===== src/rtl/assert_macros.svh =====
// Assertion macros shared by the RTL of the pedal sensor calibration block.
`ifndef ASSERT_MACROS_SVH
`define ASSERT_MACROS_SVH

`ifndef SYNTHESIS
// Property must hold at every clock edge outside reset.
`define PSCS_ASSERT(lbl, clk, rstn, prop) \
  lbl: assert property (@(posedge clk) disable iff (!rstn) prop) \
    else $error("pscs: assertion failed");
// Expression must never be true at a clock edge outside reset.
`define PSCS_ASSERT_NEVER(lbl, clk, rstn, expr) \
  lbl: assert property (@(posedge clk) disable iff (!rstn) !(expr)) \
    else $error("pscs: forbidden condition seen");
`else
`define PSCS_ASSERT(lbl, clk, rstn, prop)
`define PSCS_ASSERT_NEVER(lbl, clk, rstn, expr)
`endif

`endif


===== src/rtl/pscs_pkg.sv =====
// Package with types and constants of the pedal sensor calibration block.
package pscs_pkg;

  localparam int SAMPLE_BITS_DEF = 16;
  localparam int WORD_W          = 16;
  localparam int ELAPSED_W       = 20;
  localparam int SECS_W          = 8;
  localparam int TIMER_W         = 28;
  localparam int FRAC_BITS       = 15;
  localparam int CFG_IDX_W       = 2;
  localparam int MARGIN_W        = 11;
  localparam int CNT_W           = 4;

  localparam logic [WORD_W-1:0] DEFAULT_LOW_RST  = 16'd550;
  localparam logic [WORD_W-1:0] DEFAULT_HIGH_RST = 16'd1250;

  localparam logic [MARGIN_W-1:0] MARGIN_UP   = 11'd1045;
  localparam logic [MARGIN_W-1:0] MARGIN_DOWN = 11'd973;

  localparam logic [WORD_W-1:0] FULL_Q       = 16'd32768;
  localparam logic [WORD_W-1:0] LIGHT_Q_20   = 16'd6554;
  localparam logic [WORD_W-1:0] LIGHT_Q_30   = 16'd9830;
  localparam logic [WORD_W-1:0] KNEE_Q_02    = 16'd655;
  localparam logic [WORD_W-1:0] KNEE_Q_30    = 16'd9830;

  localparam logic [ELAPSED_W-1:0] US_PER_SEC = 20'd1000000;
  localparam logic [TIMER_W-1:0]   TIMER_MAX  = {TIMER_W{1'b1}};

  localparam logic [CNT_W-1:0] DIV_LAST = CNT_W'(FRAC_BITS - 1);

  // Configuration register indexes.
  localparam logic [CFG_IDX_W-1:0] REG_BENCH_MODE   = 2'd0;
  localparam logic [CFG_IDX_W-1:0] REG_REVERSE      = 2'd1;
  localparam logic [CFG_IDX_W-1:0] REG_DEFAULT_LOW  = 2'd2;
  localparam logic [CFG_IDX_W-1:0] REG_DEFAULT_HIGH = 2'd3;

  localparam logic MODE_LOOP  = 1'b0;
  localparam logic MODE_START = 1'b1;

  typedef enum logic [2:0] {
    ST_IDLE,
    ST_SPAN,
    ST_DIFF,
    ST_DIV,
    ST_CAL,
    ST_SCALE_LO,
    ST_SCALE_HI,
    ST_DONE
  } state_e;

endpackage


===== src/rtl/pscs_ifs.sv =====
// Handshake channel interfaces of the pedal sensor calibration block.
interface pscs_in_if;
  logic                                  valid;
  logic                                  ready;
  logic                                  mode;
  logic [pscs_pkg::WORD_W-1:0]           sample;
  logic [pscs_pkg::ELAPSED_W-1:0]        elapsed_us;
  logic [pscs_pkg::SECS_W-1:0]           run_seconds;

  modport source (output valid, mode, sample, elapsed_us, run_seconds, input ready);
  modport sink   (input valid, mode, sample, elapsed_us, run_seconds, output ready);
endinterface

interface pscs_out_if;
  logic                                  valid;
  logic                                  ready;
  logic [pscs_pkg::WORD_W-1:0]           fraction;
  logic [pscs_pkg::WORD_W-1:0]           light_level;
  logic                                  calibrating;
  logic [pscs_pkg::WORD_W-1:0]           bound_low;
  logic [pscs_pkg::WORD_W-1:0]           bound_high;

  modport source (output valid, fraction, light_level, calibrating, bound_low, bound_high,
                  input ready);
  modport sink   (input valid, fraction, light_level, calibrating, bound_low, bound_high,
                  output ready);
endinterface

interface pscs_cfg_if;
  logic                                  valid;
  logic                                  ready;
  logic [pscs_pkg::CFG_IDX_W-1:0]        index;
  logic [pscs_pkg::WORD_W-1:0]           data;

  modport source (output valid, index, data, input ready);
  modport sink   (input valid, index, data, output ready);
endinterface


===== src/rtl/pedal_sensor_calibrate_and_scale_top.sv =====
// Top level of the pedal sensor min/max calibration and normalization block.
//
// Channels: in_i takes one word per control loop pass. A loop word (mode 0)
// carries a raw pressure sample and the microseconds since the previous
// word; a start word (mode 1) opens a calibration window of run_seconds.
// out_o gives one result word per loop word: the Q1.15 pedal fraction, the
// brake light level, the window flag and the bounds after this word. Start
// words give no result. cfg_i writes the four configuration registers and
// is always ready; the user must write it only while the block is idle.
// The block itself does not enforce this. A start word is absorbed in the
// cycle it is accepted. A loop word passes the span, difference, divide,
// calibrate, margin and done states, skipping those it does not need,
// before its result sits in the output register; the restoring divider
// takes 15 steps, one quotient bit per cycle through the shared subtractor,
// and the two margin products share one multiplier. in_i is ready only
// while the sequencer is idle, so no word is taken while a loop word runs.
// Reset: the bounds return to 550 and 1250, the block counts as calibrated,
// the window is closed and the registers take their reset values.
// Stall: a finished result waits in the output register; the sequencer
// holds its next result until that register is free, and a new word may
// be accepted while the previous result still waits.
`include "assert_macros.svh"

module pedal_sensor_calibrate_and_scale_top #(
  parameter int SAMPLE_BITS = pscs_pkg::SAMPLE_BITS_DEF
) (
  input  logic       clk_i,
  input  logic       rst_ni,
  pscs_in_if.sink    in_i,
  pscs_out_if.source out_o,
  pscs_cfg_if.sink   cfg_i
);

  localparam int W  = pscs_pkg::WORD_W;
  localparam int TW = pscs_pkg::TIMER_W;
  localparam int PW = pscs_pkg::WORD_W + pscs_pkg::MARGIN_W;
  localparam logic [W-1:0] SAMPLE_MASK = W'((32'd1 << SAMPLE_BITS) - 32'd1);

  // Light level from the fraction; bench mode grades the low end.
  function automatic logic [W-1:0] light_for(input logic [W-1:0] f, input logic bench);
    logic [W-1:0] lv;
    if (f == '0) begin
      lv = '0;
    end else if (!bench) begin
      lv = pscs_pkg::FULL_Q;
    end else if (f <= pscs_pkg::KNEE_Q_02) begin
      lv = pscs_pkg::LIGHT_Q_20;
    end else if (f <= pscs_pkg::KNEE_Q_30) begin
      lv = pscs_pkg::LIGHT_Q_30;
    end else begin
      lv = f;
    end
    return lv;
  endfunction

  pscs_pkg::state_e state_q, state_d;

  // Configuration registers.
  logic         my_q, my_d;
  logic         rev_q, rev_d;
  logic [W-1:0] dflt_low_q, dflt_low_d;
  logic [W-1:0] dflt_high_q, dflt_high_d;

  // Calibration state.
  logic          open_q, open_d;
  logic          cal_q, cal_d;
  logic [W-1:0]  low_q, low_d;
  logic [W-1:0]  high_q, high_d;
  logic [TW-1:0] timer_q, timer_d;
  logic [TW-1:0] limit_q, limit_d;

  // Working registers of the sequencer.
  logic [W-1:0]                    samp_q, samp_d;
  logic [W-1:0]                    span_q, span_d;
  logic [W-1:0]                    rem_q, rem_d;
  logic [pscs_pkg::FRAC_BITS-1:0]  quot_q, quot_d;
  logic [pscs_pkg::CNT_W-1:0]      cnt_q, cnt_d;
  logic [W-1:0]                    frac_q, frac_d;

  // Output register.
  logic         out_valid_q, out_valid_d;
  logic [W-1:0] out_frac_q, out_frac_d;
  logic [W-1:0] out_light_q, out_light_d;
  logic         out_cal_q, out_cal_d;
  logic [W-1:0] out_low_q, out_low_d;
  logic [W-1:0] out_high_q, out_high_d;

  logic in_fire, out_fire, cfg_fire, out_free;
  logic [W-1:0] samp_in;

  // Shared subtractor.
  logic [W:0]   alu_a, alu_b;
  logic [W+1:0] alu_diff;
  logic         alu_borrow;
  logic [W:0]   alu_res;

  // Shared margin multiplier.
  logic [W-1:0]                  mul_a;
  logic [pscs_pkg::MARGIN_W-1:0] mul_f;
  logic [PW-1:0]                 mul_p;
  logic [W:0]                    mul_scaled;
  logic [W-1:0]                  mul_sat;

  logic [TW:0]   timer_sum;
  logic [TW-1:0] limit_new;

  assign in_i.ready  = (state_q == pscs_pkg::ST_IDLE);
  assign cfg_i.ready = 1'b1;
  assign in_fire     = in_i.valid && in_i.ready;
  assign cfg_fire    = cfg_i.valid && cfg_i.ready;
  assign out_fire    = out_valid_q && out_o.ready;
  assign out_free    = !out_valid_q || out_o.ready;
  assign samp_in     = in_i.sample & SAMPLE_MASK;

  assign out_o.valid       = out_valid_q;
  assign out_o.fraction    = out_frac_q;
  assign out_o.light_level = out_light_q;
  assign out_o.calibrating = out_cal_q;
  assign out_o.bound_low   = out_low_q;
  assign out_o.bound_high  = out_high_q;

  // Subtractor operand selection.
  always_comb begin
    case (state_q)
      pscs_pkg::ST_SPAN: begin
        alu_a = {1'b0, high_q};
        alu_b = {1'b0, low_q};
      end
      pscs_pkg::ST_DIFF: begin
        alu_a = {1'b0, samp_q};
        alu_b = {1'b0, low_q};
      end
      default: begin
        alu_a = {rem_q, 1'b0};
        alu_b = {1'b0, span_q};
      end
    endcase
  end

  assign alu_diff   = {1'b0, alu_a} - {1'b0, alu_b};
  assign alu_borrow = alu_diff[W+1];
  assign alu_res    = alu_diff[W:0];

  // Margin multiplier: low bound in ST_SCALE_LO, high bound in the ST_SCALE_HI state that follows.
  always_comb begin
    if (state_q == pscs_pkg::ST_SCALE_HI) begin
      mul_a = high_q;
      mul_f = rev_q ? pscs_pkg::MARGIN_UP : pscs_pkg::MARGIN_DOWN;
    end else begin
      mul_a = low_q;
      mul_f = rev_q ? pscs_pkg::MARGIN_DOWN : pscs_pkg::MARGIN_UP;
    end
  end

  assign mul_p      = PW'(mul_a) * PW'(mul_f);
  assign mul_scaled = mul_p[PW-1:10];
  assign mul_sat    = mul_scaled[W] ? {W{1'b1}} : mul_scaled[W-1:0];

  assign timer_sum = {1'b0, timer_q} + (TW+1)'(in_i.elapsed_us);
  assign limit_new = TW'(in_i.run_seconds) * TW'(pscs_pkg::US_PER_SEC);

  // Next state.
  always_comb begin
    state_d = state_q;
    case (state_q)
      pscs_pkg::ST_IDLE: begin
        if (in_fire && (in_i.mode == pscs_pkg::MODE_LOOP)) begin
          state_d = pscs_pkg::ST_SPAN;
        end
      end
      pscs_pkg::ST_SPAN: begin
        if (open_q || !cal_q || alu_borrow || (alu_res == '0)) begin
          state_d = pscs_pkg::ST_CAL;
        end else begin
          state_d = pscs_pkg::ST_DIFF;
        end
      end
      pscs_pkg::ST_DIFF: begin
        if (alu_borrow || (alu_res == '0) || (samp_q >= high_q)) begin
          state_d = pscs_pkg::ST_CAL;
        end else begin
          state_d = pscs_pkg::ST_DIV;
        end
      end
      pscs_pkg::ST_DIV: begin
        if (cnt_q == '0) begin
          state_d = pscs_pkg::ST_CAL;
        end
      end
      pscs_pkg::ST_CAL: begin
        if (!open_q || (timer_q < limit_q)) begin
          state_d = pscs_pkg::ST_DONE;
        end else begin
          state_d = pscs_pkg::ST_SCALE_LO;
        end
      end
      pscs_pkg::ST_SCALE_LO: state_d = pscs_pkg::ST_SCALE_HI;
      pscs_pkg::ST_SCALE_HI: state_d = pscs_pkg::ST_DONE;
      pscs_pkg::ST_DONE: begin
        if (out_free) begin
          state_d = pscs_pkg::ST_IDLE;
        end
      end
      default: state_d = pscs_pkg::ST_IDLE;
    endcase
  end

  // Datapath and outputs.
  always_comb begin
    my_d     = my_q;
    rev_d       = rev_q;
    dflt_low_d  = dflt_low_q;
    dflt_high_d = dflt_high_q;
    open_d      = open_q;
    cal_d       = cal_q;
    low_d       = low_q;
    high_d      = high_q;
    timer_d     = timer_q;
    limit_d     = limit_q;
    samp_d      = samp_q;
    span_d      = span_q;
    rem_d       = rem_q;
    quot_d      = quot_q;
    cnt_d       = cnt_q;
    frac_d      = frac_q;
    out_valid_d = out_valid_q && !out_fire;
    out_frac_d  = out_frac_q;
    out_light_d = out_light_q;
    out_cal_d   = out_cal_q;
    out_low_d   = out_low_q;
    out_high_d  = out_high_q;

    if (cfg_fire) begin
      case (cfg_i.index)
        pscs_pkg::REG_BENCH_MODE:   my_d     = cfg_i.data[0];
        pscs_pkg::REG_REVERSE:      rev_d       = cfg_i.data[0];
        pscs_pkg::REG_DEFAULT_LOW:  dflt_low_d  = cfg_i.data;
        pscs_pkg::REG_DEFAULT_HIGH: dflt_high_d = cfg_i.data;
        default: ;
      endcase
    end

    case (state_q)
      pscs_pkg::ST_IDLE: begin
        if (in_fire) begin
          if (in_i.mode == pscs_pkg::MODE_START) begin
            // A start word during an open window only restarts its timer.
            if (!open_q) begin
              open_d  = 1'b1;
              cal_d   = 1'b0;
              low_d   = dflt_low_q;
              high_d  = dflt_high_q;
              limit_d = limit_new;
            end
            timer_d = '0;
          end else begin
            samp_d = samp_in;
            frac_d = '0;
            if (open_q) begin
              timer_d = timer_sum[TW] ? pscs_pkg::TIMER_MAX : timer_sum[TW-1:0];
            end
          end
        end
      end
      pscs_pkg::ST_SPAN: begin
        span_d = alu_res[W-1:0];
      end
      pscs_pkg::ST_DIFF: begin
        rem_d = alu_res[W-1:0];
        cnt_d = pscs_pkg::DIV_LAST;
        if (!alu_borrow && (alu_res != '0) && (samp_q >= high_q)) begin
          frac_d = pscs_pkg::FULL_Q;
        end
      end
      pscs_pkg::ST_DIV: begin
        // Restoring division, one quotient bit per cycle.
        rem_d  = alu_borrow ? alu_a[W-1:0] : alu_res[W-1:0];
        quot_d = {quot_q[pscs_pkg::FRAC_BITS-2:0], !alu_borrow};
        cnt_d  = cnt_q - 1'b1;
        if (cnt_q == '0) begin
          frac_d = {1'b0, quot_q[pscs_pkg::FRAC_BITS-2:0], !alu_borrow};
        end
      end
      pscs_pkg::ST_CAL: begin
        if (open_q && (timer_q < limit_q)) begin
          if (samp_q < low_q) begin
            low_d = samp_q;
          end
          if (samp_q > high_q) begin
            high_d = samp_q;
          end
        end
      end
      pscs_pkg::ST_SCALE_LO: begin
        low_d = mul_sat;
      end
      pscs_pkg::ST_SCALE_HI: begin
        high_d = mul_sat;
        open_d = 1'b0;
        cal_d  = 1'b1;
      end
      pscs_pkg::ST_DONE: begin
        if (out_free) begin
          out_valid_d = 1'b1;
          out_frac_d  = frac_q;
          out_light_d = light_for(frac_q, my_q);
          out_cal_d   = open_q;
          out_low_d   = low_q;
          out_high_d  = high_q;
        end
      end
      default: ;
    endcase
  end

  always_ff @(posedge clk_i or negedge rst_ni) begin
    if (!rst_ni) begin
      state_q     <= pscs_pkg::ST_IDLE;
      my_q     <= 1'b0;
      rev_q       <= 1'b0;
      dflt_low_q  <= pscs_pkg::DEFAULT_LOW_RST;
      dflt_high_q <= pscs_pkg::DEFAULT_HIGH_RST;
      open_q      <= 1'b0;
      cal_q       <= 1'b1;
      low_q       <= pscs_pkg::DEFAULT_LOW_RST;
      high_q      <= pscs_pkg::DEFAULT_HIGH_RST;
      timer_q     <= '0;
      limit_q     <= '0;
      cnt_q       <= '0;
      out_valid_q <= 1'b0;
    end else begin
      state_q     <= state_d;
      my_q     <= my_d;
      rev_q       <= rev_d;
      dflt_low_q  <= dflt_low_d;
      dflt_high_q <= dflt_high_d;
      open_q      <= open_d;
      cal_q       <= cal_d;
      low_q       <= low_d;
      high_q      <= high_d;
      timer_q     <= timer_d;
      limit_q     <= limit_d;
      cnt_q       <= cnt_d;
      out_valid_q <= out_valid_d;
    end
  end

  always_ff @(posedge clk_i) begin
    samp_q      <= samp_d;
    span_q      <= span_d;
    rem_q       <= rem_d;
    quot_q      <= quot_d;
    frac_q      <= frac_d;
    out_frac_q  <= out_frac_d;
    out_light_q <= out_light_d;
    out_cal_q   <= out_cal_d;
    out_low_q   <= out_low_d;
    out_high_q  <= out_high_d;
  end

  `PSCS_ASSERT(a_frac_max, clk_i, rst_ni, out_valid_q |-> (out_frac_q <= pscs_pkg::FULL_Q))
  `PSCS_ASSERT(a_light_zero, clk_i, rst_ni, out_valid_q |-> ((out_frac_q == '0) == (out_light_q == '0)))
  `PSCS_ASSERT(a_open_no_frac, clk_i, rst_ni, (out_valid_q && out_cal_q) |-> (out_frac_q == '0))
  `PSCS_ASSERT(a_div_rem, clk_i, rst_ni, (state_q == pscs_pkg::ST_DIV) |-> (rem_q < span_q))
  `PSCS_ASSERT_NEVER(a_cal_vs_open, clk_i, rst_ni, cal_q == open_q)

endmodule


===== src/flat_wrapper.sv =====
// flat-port wrapper written by rule: the top's interface ports become plain ports
module pedal_sensor_calibrate_and_scale_top_flat 
#(
  parameter int SAMPLE_BITS = pscs_pkg::SAMPLE_BITS_DEF
)
  (clk_i, rst_ni, in_i_valid, in_i_mode, in_i_sample, in_i_elapsed_us, in_i_run_seconds, in_i_ready, out_o_valid, out_o_fraction, out_o_light_level, out_o_calibrating, out_o_bound_low, out_o_bound_high, out_o_ready, cfg_i_valid, cfg_i_index, cfg_i_data, cfg_i_ready);
  pscs_in_if in_i_i ();
  pscs_out_if out_o_i ();
  pscs_cfg_if cfg_i_i ();
  input  logic clk_i;
  input  logic rst_ni;
  input wire logic [$bits(in_i_i.valid)-1:0] in_i_valid;
  input wire logic [$bits(in_i_i.mode)-1:0] in_i_mode;
  input wire logic [$bits(in_i_i.sample)-1:0] in_i_sample;
  input wire logic [$bits(in_i_i.elapsed_us)-1:0] in_i_elapsed_us;
  input wire logic [$bits(in_i_i.run_seconds)-1:0] in_i_run_seconds;
  output wire logic [$bits(in_i_i.ready)-1:0] in_i_ready;
  output wire logic [$bits(out_o_i.valid)-1:0] out_o_valid;
  output wire logic [$bits(out_o_i.fraction)-1:0] out_o_fraction;
  output wire logic [$bits(out_o_i.light_level)-1:0] out_o_light_level;
  output wire logic [$bits(out_o_i.calibrating)-1:0] out_o_calibrating;
  output wire logic [$bits(out_o_i.bound_low)-1:0] out_o_bound_low;
  output wire logic [$bits(out_o_i.bound_high)-1:0] out_o_bound_high;
  input wire logic [$bits(out_o_i.ready)-1:0] out_o_ready;
  input wire logic [$bits(cfg_i_i.valid)-1:0] cfg_i_valid;
  input wire logic [$bits(cfg_i_i.index)-1:0] cfg_i_index;
  input wire logic [$bits(cfg_i_i.data)-1:0] cfg_i_data;
  output wire logic [$bits(cfg_i_i.ready)-1:0] cfg_i_ready;
  assign in_i_i.valid = in_i_valid;
  assign in_i_i.mode = in_i_mode;
  assign in_i_i.sample = in_i_sample;
  assign in_i_i.elapsed_us = in_i_elapsed_us;
  assign in_i_i.run_seconds = in_i_run_seconds;
  assign in_i_ready = in_i_i.ready;
  assign out_o_valid = out_o_i.valid;
  assign out_o_fraction = out_o_i.fraction;
  assign out_o_light_level = out_o_i.light_level;
  assign out_o_calibrating = out_o_i.calibrating;
  assign out_o_bound_low = out_o_i.bound_low;
  assign out_o_bound_high = out_o_i.bound_high;
  assign out_o_i.ready = out_o_ready;
  assign cfg_i_i.valid = cfg_i_valid;
  assign cfg_i_i.index = cfg_i_index;
  assign cfg_i_i.data = cfg_i_data;
  assign cfg_i_ready = cfg_i_i.ready;
  pedal_sensor_calibrate_and_scale_top #(.SAMPLE_BITS(SAMPLE_BITS)) u_core (.clk_i(clk_i), .rst_ni(rst_ni), .in_i(in_i_i), .out_o(out_o_i), .cfg_i(cfg_i_i));
endmodule

===== config.mk =====
export PLATFORM = sky130hd
export DESIGN_NAME = pedal_sensor_calibrate_and_scale_top_flat
export DESIGN_NICKNAME = d
export VERILOG_FILES = /design/src/rtl/pscs_pkg.sv /design/src/rtl/pscs_ifs.sv /design/src/rtl/pedal_sensor_calibrate_and_scale_top.sv /design/src/flat_wrapper.sv
export VERILOG_INCLUDE_DIRS = /design/src /design/src/rtl
export SDC_FILE = /design/constraint.sdc
export NUM_CORES = 1
export LEC_CHECK = 0
export BUFFER_PORTS_ARGS = -buffer_cell sky130_fd_sc_hd__buf_2
export CAP_MARGIN = 10
export CELL_PAD_IN_SITES_DETAIL_PLACEMENT = 0
export CELL_PAD_IN_SITES_GLOBAL_PLACEMENT = 1
export CORE_MARGIN = 3
export CORE_UTILIZATION = 39
export DETAILED_ROUTE_END_ITERATION = 10
export GPL_TIMING_DRIVEN = 0
export PLACE_DENSITY = 0.69
export SLEW_MARGIN = 20
export SYNTH_ARGS = -nofsm -noshare
export SYNTH_HDL_FRONTEND = slang
export SYNTH_SLANG_ARGS = --single-unit

===== constraint.sdc =====
create_clock -name clk_i -period 6.4 [get_ports clk_i]
set_clock_uncertainty 0.05 [all_clocks]
set_input_delay 0.32 -clock clk_i [delete_from_list [all_inputs] [get_ports clk_i]]
set_output_delay 0.32 -clock clk_i [all_outputs]
set_load 0.02 [all_outputs]

==> results.md, run 1 <==
- Worst slack, placed: -1.26 ns
- Yosys cell types: 85
- Die area: 54800 µm²
- Via-per-instance ratio: 5.31
- Number of fillers in the final layout: 4688
- Worst path slowest cell: fa_1
- Sequential fraction of the synthesis area: 36.8%
- DRT iter0 DRCs: 1028
- CTS tree: done
- First-pass GRT wire length: 89300 µm
- Synth area leaders: edfxtp_1, ha_1, dfrtp_1, fa_1, inv_1
- Final ANT Viol Nets: 0
- Largest net degree at the start of global routing: 80
- CTS Root Cell: clkbuf_16
- Worst reg-to-reg path cell count: 33
- CTS sink cnt: 269
- Clock slew at reported path FFs: around 0.070 ns
- EDFF count, synth: 143
- Max Cap Violations: 0
- Crit Path Class: reg2reg
- FF+latch count, synth: 269
- # port buffers: 134
- Initial antenna violation count: 9
- Number of remaining DRC errors: 0
- Status: complete, but fails checks
- Synthesized area per cell: 10.1 µm²
- Worst-Margin Slew: 1.10 ns
- FFs w/ async S/R, synth: around 47%
- Final setup fails: 31
- Core Region: 50800 µm²
- Gr ovfl total: 0
- Synth cell count leaders: inv_1, ha_1, nand2_1
- Peak per-stage delay on the critical path: 0.55 ns
- Failing checks: negative setup slack
- Mapped Area: 20300 µm²
- I/O pins: around 140
- Cell taking the most area after synthesis: edfxtp_1
- Largest Register: u_core.timer_q
- Layout Nets: 2689
- GRT Util Overall: between 20% and 30%
- Vias in the first global route: around 16000
- Reg area: between 7000 and 8000 µm²
- Critical path peak fanout: 7
- Hold Crit Class: in2reg
- # rows: 82
- RSZ-0062 raised after global routing: yes
- Max reg flops: 28
- Multi-input gate area: about 12000 µm²
- 1st-pass router iterations: 6
- Max Clk Rate: ~0.15 GHz
- Biggest registers after layout: u_core.timer_q: 28 flops, u_core.limit_q: 22 flops
- Final setup TNS: -5.06 ns
- Cell count after synthesis: 2013
- Crit end category: register
- Drt total wl: 57900 µm
- CP required: 6.87 ns
- Via count of the routed design: 15857
- Syn Nets: 2415
- Final hold viol count: 0
- Slew HR: 26.3%
- Die X: 234 µm
- Final Wtd Congestion: 0.886
- Initial Utilization: 39.9%
- DP Wirelength: between 40000 and 50000 µm
- CTS buffer count: 31
- Clk_lat worst skew: 0.59 ns
- Final Cycle Share: 104%
- Wire length per cell: 19.4 µm
- Max-slew violations: 0
- Yosys warnings: 0
- Post-synth top area share: 21.2%
- Worst hold path depth: 3
- Area delta synth->final: 22.5%
- CP Data Arrival Time: between 7 and 8 ns
- Layout cells sized above 1: 20.9%
- Die Ht: between 200 and 250 µm
- Worst Setup Start Kind: register
- CTS max path bufs: 3
- Final worst-path setup slack: -0.267 ns
- Count leader, synth: inv_1
- Post-route minimum period: 6.67 ns
- H-tree depth: 1
- Top FF cell, synth: edfxtp_1
repair_timing:
| action | CTS | global route |
|---|---|---|
| pin swaps | 22 | 72 |
| cloned | 3 | 1 |
| hold buffers | 34 | 0 |
| endpoints found under the setup margin | 32 | 58 |
| setup buffers | 31 | 34 |
| hold endpoints to repair | 98 | 0 |
| resized for setup | 71 | 109 |
logic make-up (layout without fill, tap and decap cells):
| logic type | count (synthesis) | count (layout) | synth area share [%] |
|---|---|---|---|
| mux | 71 | 71 | 3.87 |
| flops | 269 | 269 | 36.8 |
| other cells | 1 | 6 | 0.0185 |
| compound gates | 437 | 437 | 14.1 |
| fa+ha+maj | 334 | 334 | 24.5 |
| simple gates | 515 | 515 | 11.8 |
| buf+inv | 327 | 624 | 6.17 |
| xor+xnor | 59 | 61 | 2.68 |
cell usage in the layout, fill, tap and decap left out, drive strengths merged, types with 30 or more instances in the layout:
cell and instances:
mux2 50, nor3 47, buf 219, a21oi 101
fa 106, nor2 122, inv 262, a21o 30
ha 228, clkbuf 92, xnor2 38, o21ai 114
edfxtp 143, dfrtp 107, dlygate4sd3 34, nand2 202
metrics by stage:
stage	util (%)	hold slack, ns	cells	area [µm²]
finish	48.9	0.0433	2989	24800
global route	48.9	0.0345	2985	24800
CTS	47.2	0.0192	2949	24000
detailed placement	43.3	0.208	2824	22000
global placement	43.1	0.372	2819	21900
floorplan	-	-0.0256	2013	20400
layout make-up:
| class | count | share of cell area, % |
|---|---|---|
| inverters | 260 | 3.94 |
| diodes | 5 | 0.0504 |
| repair buffers | 240 | 7.26 |
| flip-flops and latches | 269 | 30.1 |
| well taps | 672 | 3.38 |
| plain buffers | 66 | 1.36 |
| clock buffers | 39 | 3.49 |
| multi-input cells | 1419 | 49.9 |
| clock inverters | 19 | 0.549 |
layer usage:
layer  global-route usage [%]  wire length (µm)
met5                        0                47
met4                     5.05              1490
met3                     4.03              3480
met2                     34.8             27300
met1                     28.4             25700
worst max-delay path: cells and delay by family, from the launching register on:
| kind | cells | cell delay, ns |
|---|---|---|
| adders and majority gates | 6 | 2.73 |
| buffers and inverters | 14 | 1.46 |
| and+or+nand+nor | 7 | 0.92 |
| AOI/OAI and AO/OA | 5 | 0.85 |
| DFF | 1 | 0.41 |
| xor gates and xnor gates | 1 | 0.18 |
path summary, 6_finish.rpt:
kind	startpoint	end	slack, ns
max	u_core.state_q[0]	u_core.high_q[10]	-0.27
min	in_i_run_seconds[2]	u_core.limit_q[8]	0.04
max reg2reg	u_core.state_q[0]	u_core.high_q[10]	-0.27
min reg2reg	u_core.quot_q[12]	u_core.quot_q[13]	0.39
max in group asynchronous	rst_ni	u_core.dflt_high_q[5]	5.35
min in group asynchronous	rst_ni	u_core.timer_q[10]	0.18
Power of run 1 is not shown: default switching activity piles up to over one toggle a cycle in this logic, so the estimate is an artifact.
==> run 2: changes to the inputs <==
CORE_MARGIN = not set   (was 3)
==> results.md, run 2 (synthesis results as in run 1) <==
- Drt total wl: 57200 µm (was 57900 µm)
- Final Wtd Congestion: 0.892 (was 0.886)
- CTS buffer count: 30 (was 31)
- Via-per-instance ratio: 5.33 (was 5.31)
- Peak per-stage delay on the critical path: 0.50 ns (was 0.55 ns)
- Largest Register: u_core.timer_q (unchanged)
- DP Wirelength: 44000 µm (was 44300 µm)
- Via count of the routed design: 15973 (was 15857)
- Clock slew at reported path FFs: 0.07 ns (about the same)
- GRT Util Overall: 21.7% (was 21.0%)
- Max Clk Rate: 0.147 GHz (was 0.150 GHz)
- # rows: 83 (was 82)
- Minimum hold slack: 0.0159 ns (was 0.0433 ns)
- H-tree depth: 1 (unchanged)
- Initial antenna violation count: 8 (was 9)
- Worst Setup Start Kind: register (unchanged)
- Status: complete, but fails checks (unchanged)
- Wire length per cell: 19.1 µm (was 19.4 µm)
- Biggest registers after layout: u_core.timer_q: 28 flops, u_core.limit_q: 22 flops (unchanged)
- Max-slew violations: 0 (unchanged)
- CTS sink cnt: 269 (unchanged)
- Crit Path Class: reg2reg (unchanged)
- Final Cycle Share: 106% (was 104%)
- Placed insts: 2832 (was 2824)
- CP Data Arrival Time: 7.18 ns (was 7.14 ns)
- Final std cells w/o fill: 2995 (was 2989)
- 1st-pass router iterations: 5 (was 6)
- Gr ovfl total: 0 (unchanged)
- Layout cells sized above 1: 21.1% (was 20.9%)
- Number of remaining DRC errors: 0 (unchanged)
- DRT iter0 DRCs: 1015 (was 1028)
- Die area: 52900 µm² (was 54800 µm²)
- CTS Root Cell: clkbuf_16 (unchanged)
- Layout Nets: 2692 (was 2689)
- I/O pins: 136 (unchanged)
- Most common cell after layout, fill and taps aside: inv_1 (unchanged)
- Clk_lat worst skew: 0.59 ns (about the same)
- Slew HR: 36.9% (was 26.3%)
- CTS max path bufs: 3 (unchanged)
- Failing checks: negative setup slack (unchanged)
- Core Region: 51300 µm² (was 50800 µm²)
- Die Ht: 230 µm (was 234 µm)
- Commonest cells after routing, fill and taps aside: inv_1, ha_1, nand2_1 (unchanged)
- Final hold viol count: 0 (unchanged)
- Max Cap Violations: 0 (unchanged)
- Final core occ: 48.4% (was 48.9%)
- Initial Utilization: 39.5% (was 39.9%)
- Reg area: 7470 µm² (unchanged)
- CP required: 6.79 ns (was 6.87 ns)
- Final ANT Viol Nets: 0 (unchanged)
- CTS tree: done (unchanged)
- Number of fillers in the final layout: 4787 (was 4688)
- # port buffers: 134 (unchanged)
- Area delta synth->final: 22.3% (was 22.5%)
- Post-route minimum period: 6.80 ns (was 6.67 ns)
- Vias in the first global route: 16185 (was 15861)
- Multi-input gate area: 12400 µm² (about the same)
- Worst path slowest cell: fa_1 (unchanged)
- Max reg flops: 28 (unchanged)
- Largest net degree at the start of global routing: 81 (was 80)
- RSZ-0062 raised after global routing: yes (unchanged)
- Hold Crit Class: in2reg (unchanged)
- Final setup fails: 32 (was 31)
- Crit end category: register (unchanged)
- First-pass GRT wire length: 89900 µm (was 89300 µm)
- Critical path peak fanout: 8 (was 7)
- Worst-Margin Slew: 0.942 ns (was 1.10 ns)
- Die X: 230 µm (was 234 µm)
- Final worst-path setup slack: -0.396 ns (was -0.267 ns)
[run 2: changes by cell type in the layout (fill, tap and decap cells not counted), moves of 4 or more]
cell and change:
buf_4 +7, ha_1 -6, a311oi_1 +5, a311oi_2 -5, buf_12 -5, xnor2_1 +5, xnor2_2 -5, clkinvlp_4 +4
diode_2 -4, nor2_4 +4, o21ai_0 +4
[run 2: worst paths after layout]
path / depth (start not counted) / endpoint / slack [ns] / from
setup / recovery: 29 / u_core.low_q[13] / -0.40 / u_core.state_q[0]
hold / removal: 3 / u_core.limit_q[6] / 0.02 / in_i_run_seconds[0]
setup reg to reg: 29 / u_core.low_q[13] / -0.40 / u_core.state_q[0]
hold reg to reg: 0 / u_core.quot_q[12] / 0.39 / u_core.quot_q[11]
max in group asynchronous: 3 / u_core.dflt_high_q[1] / 5.35 / rst_ni
min in group asynchronous: 2 / u_core.timer_q[10] / 0.17 / rst_ni
[run 2: layout make-up]
cell class	instances	share of cell area (%)
Multi-Input combinational cell	1418	49.9
Sequential cell	269	30.1
Timing Repair Buffer	244	7.15
Inverter	260	3.96
Tap cell	680	3.43
Clock buffer	38	3.27
Buffer	67	1.44
Clock inverter	18	0.726
Antenna cell	1	0.0101
[run 2: layer usage]
layer	wire [µm]	part of all wire [%]	vias to the layer above	global-route usage [%]
met3	3390	5.9	93	4.09
li1	-	-	7619	-
met5	81	0.14	-	0
met2	26900	47	437	35.8
met1	25200	44	7810	28.9
met4	1650	2.9	14	6.13
[run 2: per-stage QoR]
stage / TNS (ns) / cell area (µm²) / setup WS [ns]
global placement: -61.36 / 21900 / -1.61
detailed placement: -34.08 / 22000 / -1.24
global route: -13.00 / 24800 / -0.520
floorplan: -0.0237 / 20400 / -0.0237
CTS: -7.03 / 24300 / -0.333
finish: -8.85 / 24800 / -0.396
[run 2: what timing repair did]
| action | in CTS | in global routing |
|---|---|---|
| hold endpoints to repair | 96 | 0 |
| pin swaps | 55 | 63 |
| resized for setup | 116 | 70 |
| endpoints found under the setup margin | 32 | 50 |
| buffers inserted | 53 | 20 |
| hold buffers | 33 | 0 |
| cloned | 3 | 0 |
[run 2: worst max-delay path, delay by kind of cell (launching register included)]
kind | cells | cell delay, ns
xor gates and xnor gates | 1 | 0.21
AOI/OAI and AO/OA | 6 | 1.26
and+or+nand+nor | 6 | 1.00
adders and majority gates | 6 | 2.66
DFF | 1 | 0.43
buffers and inverters | 10 | 1.01
Power of run 2 is left out for the same reason.
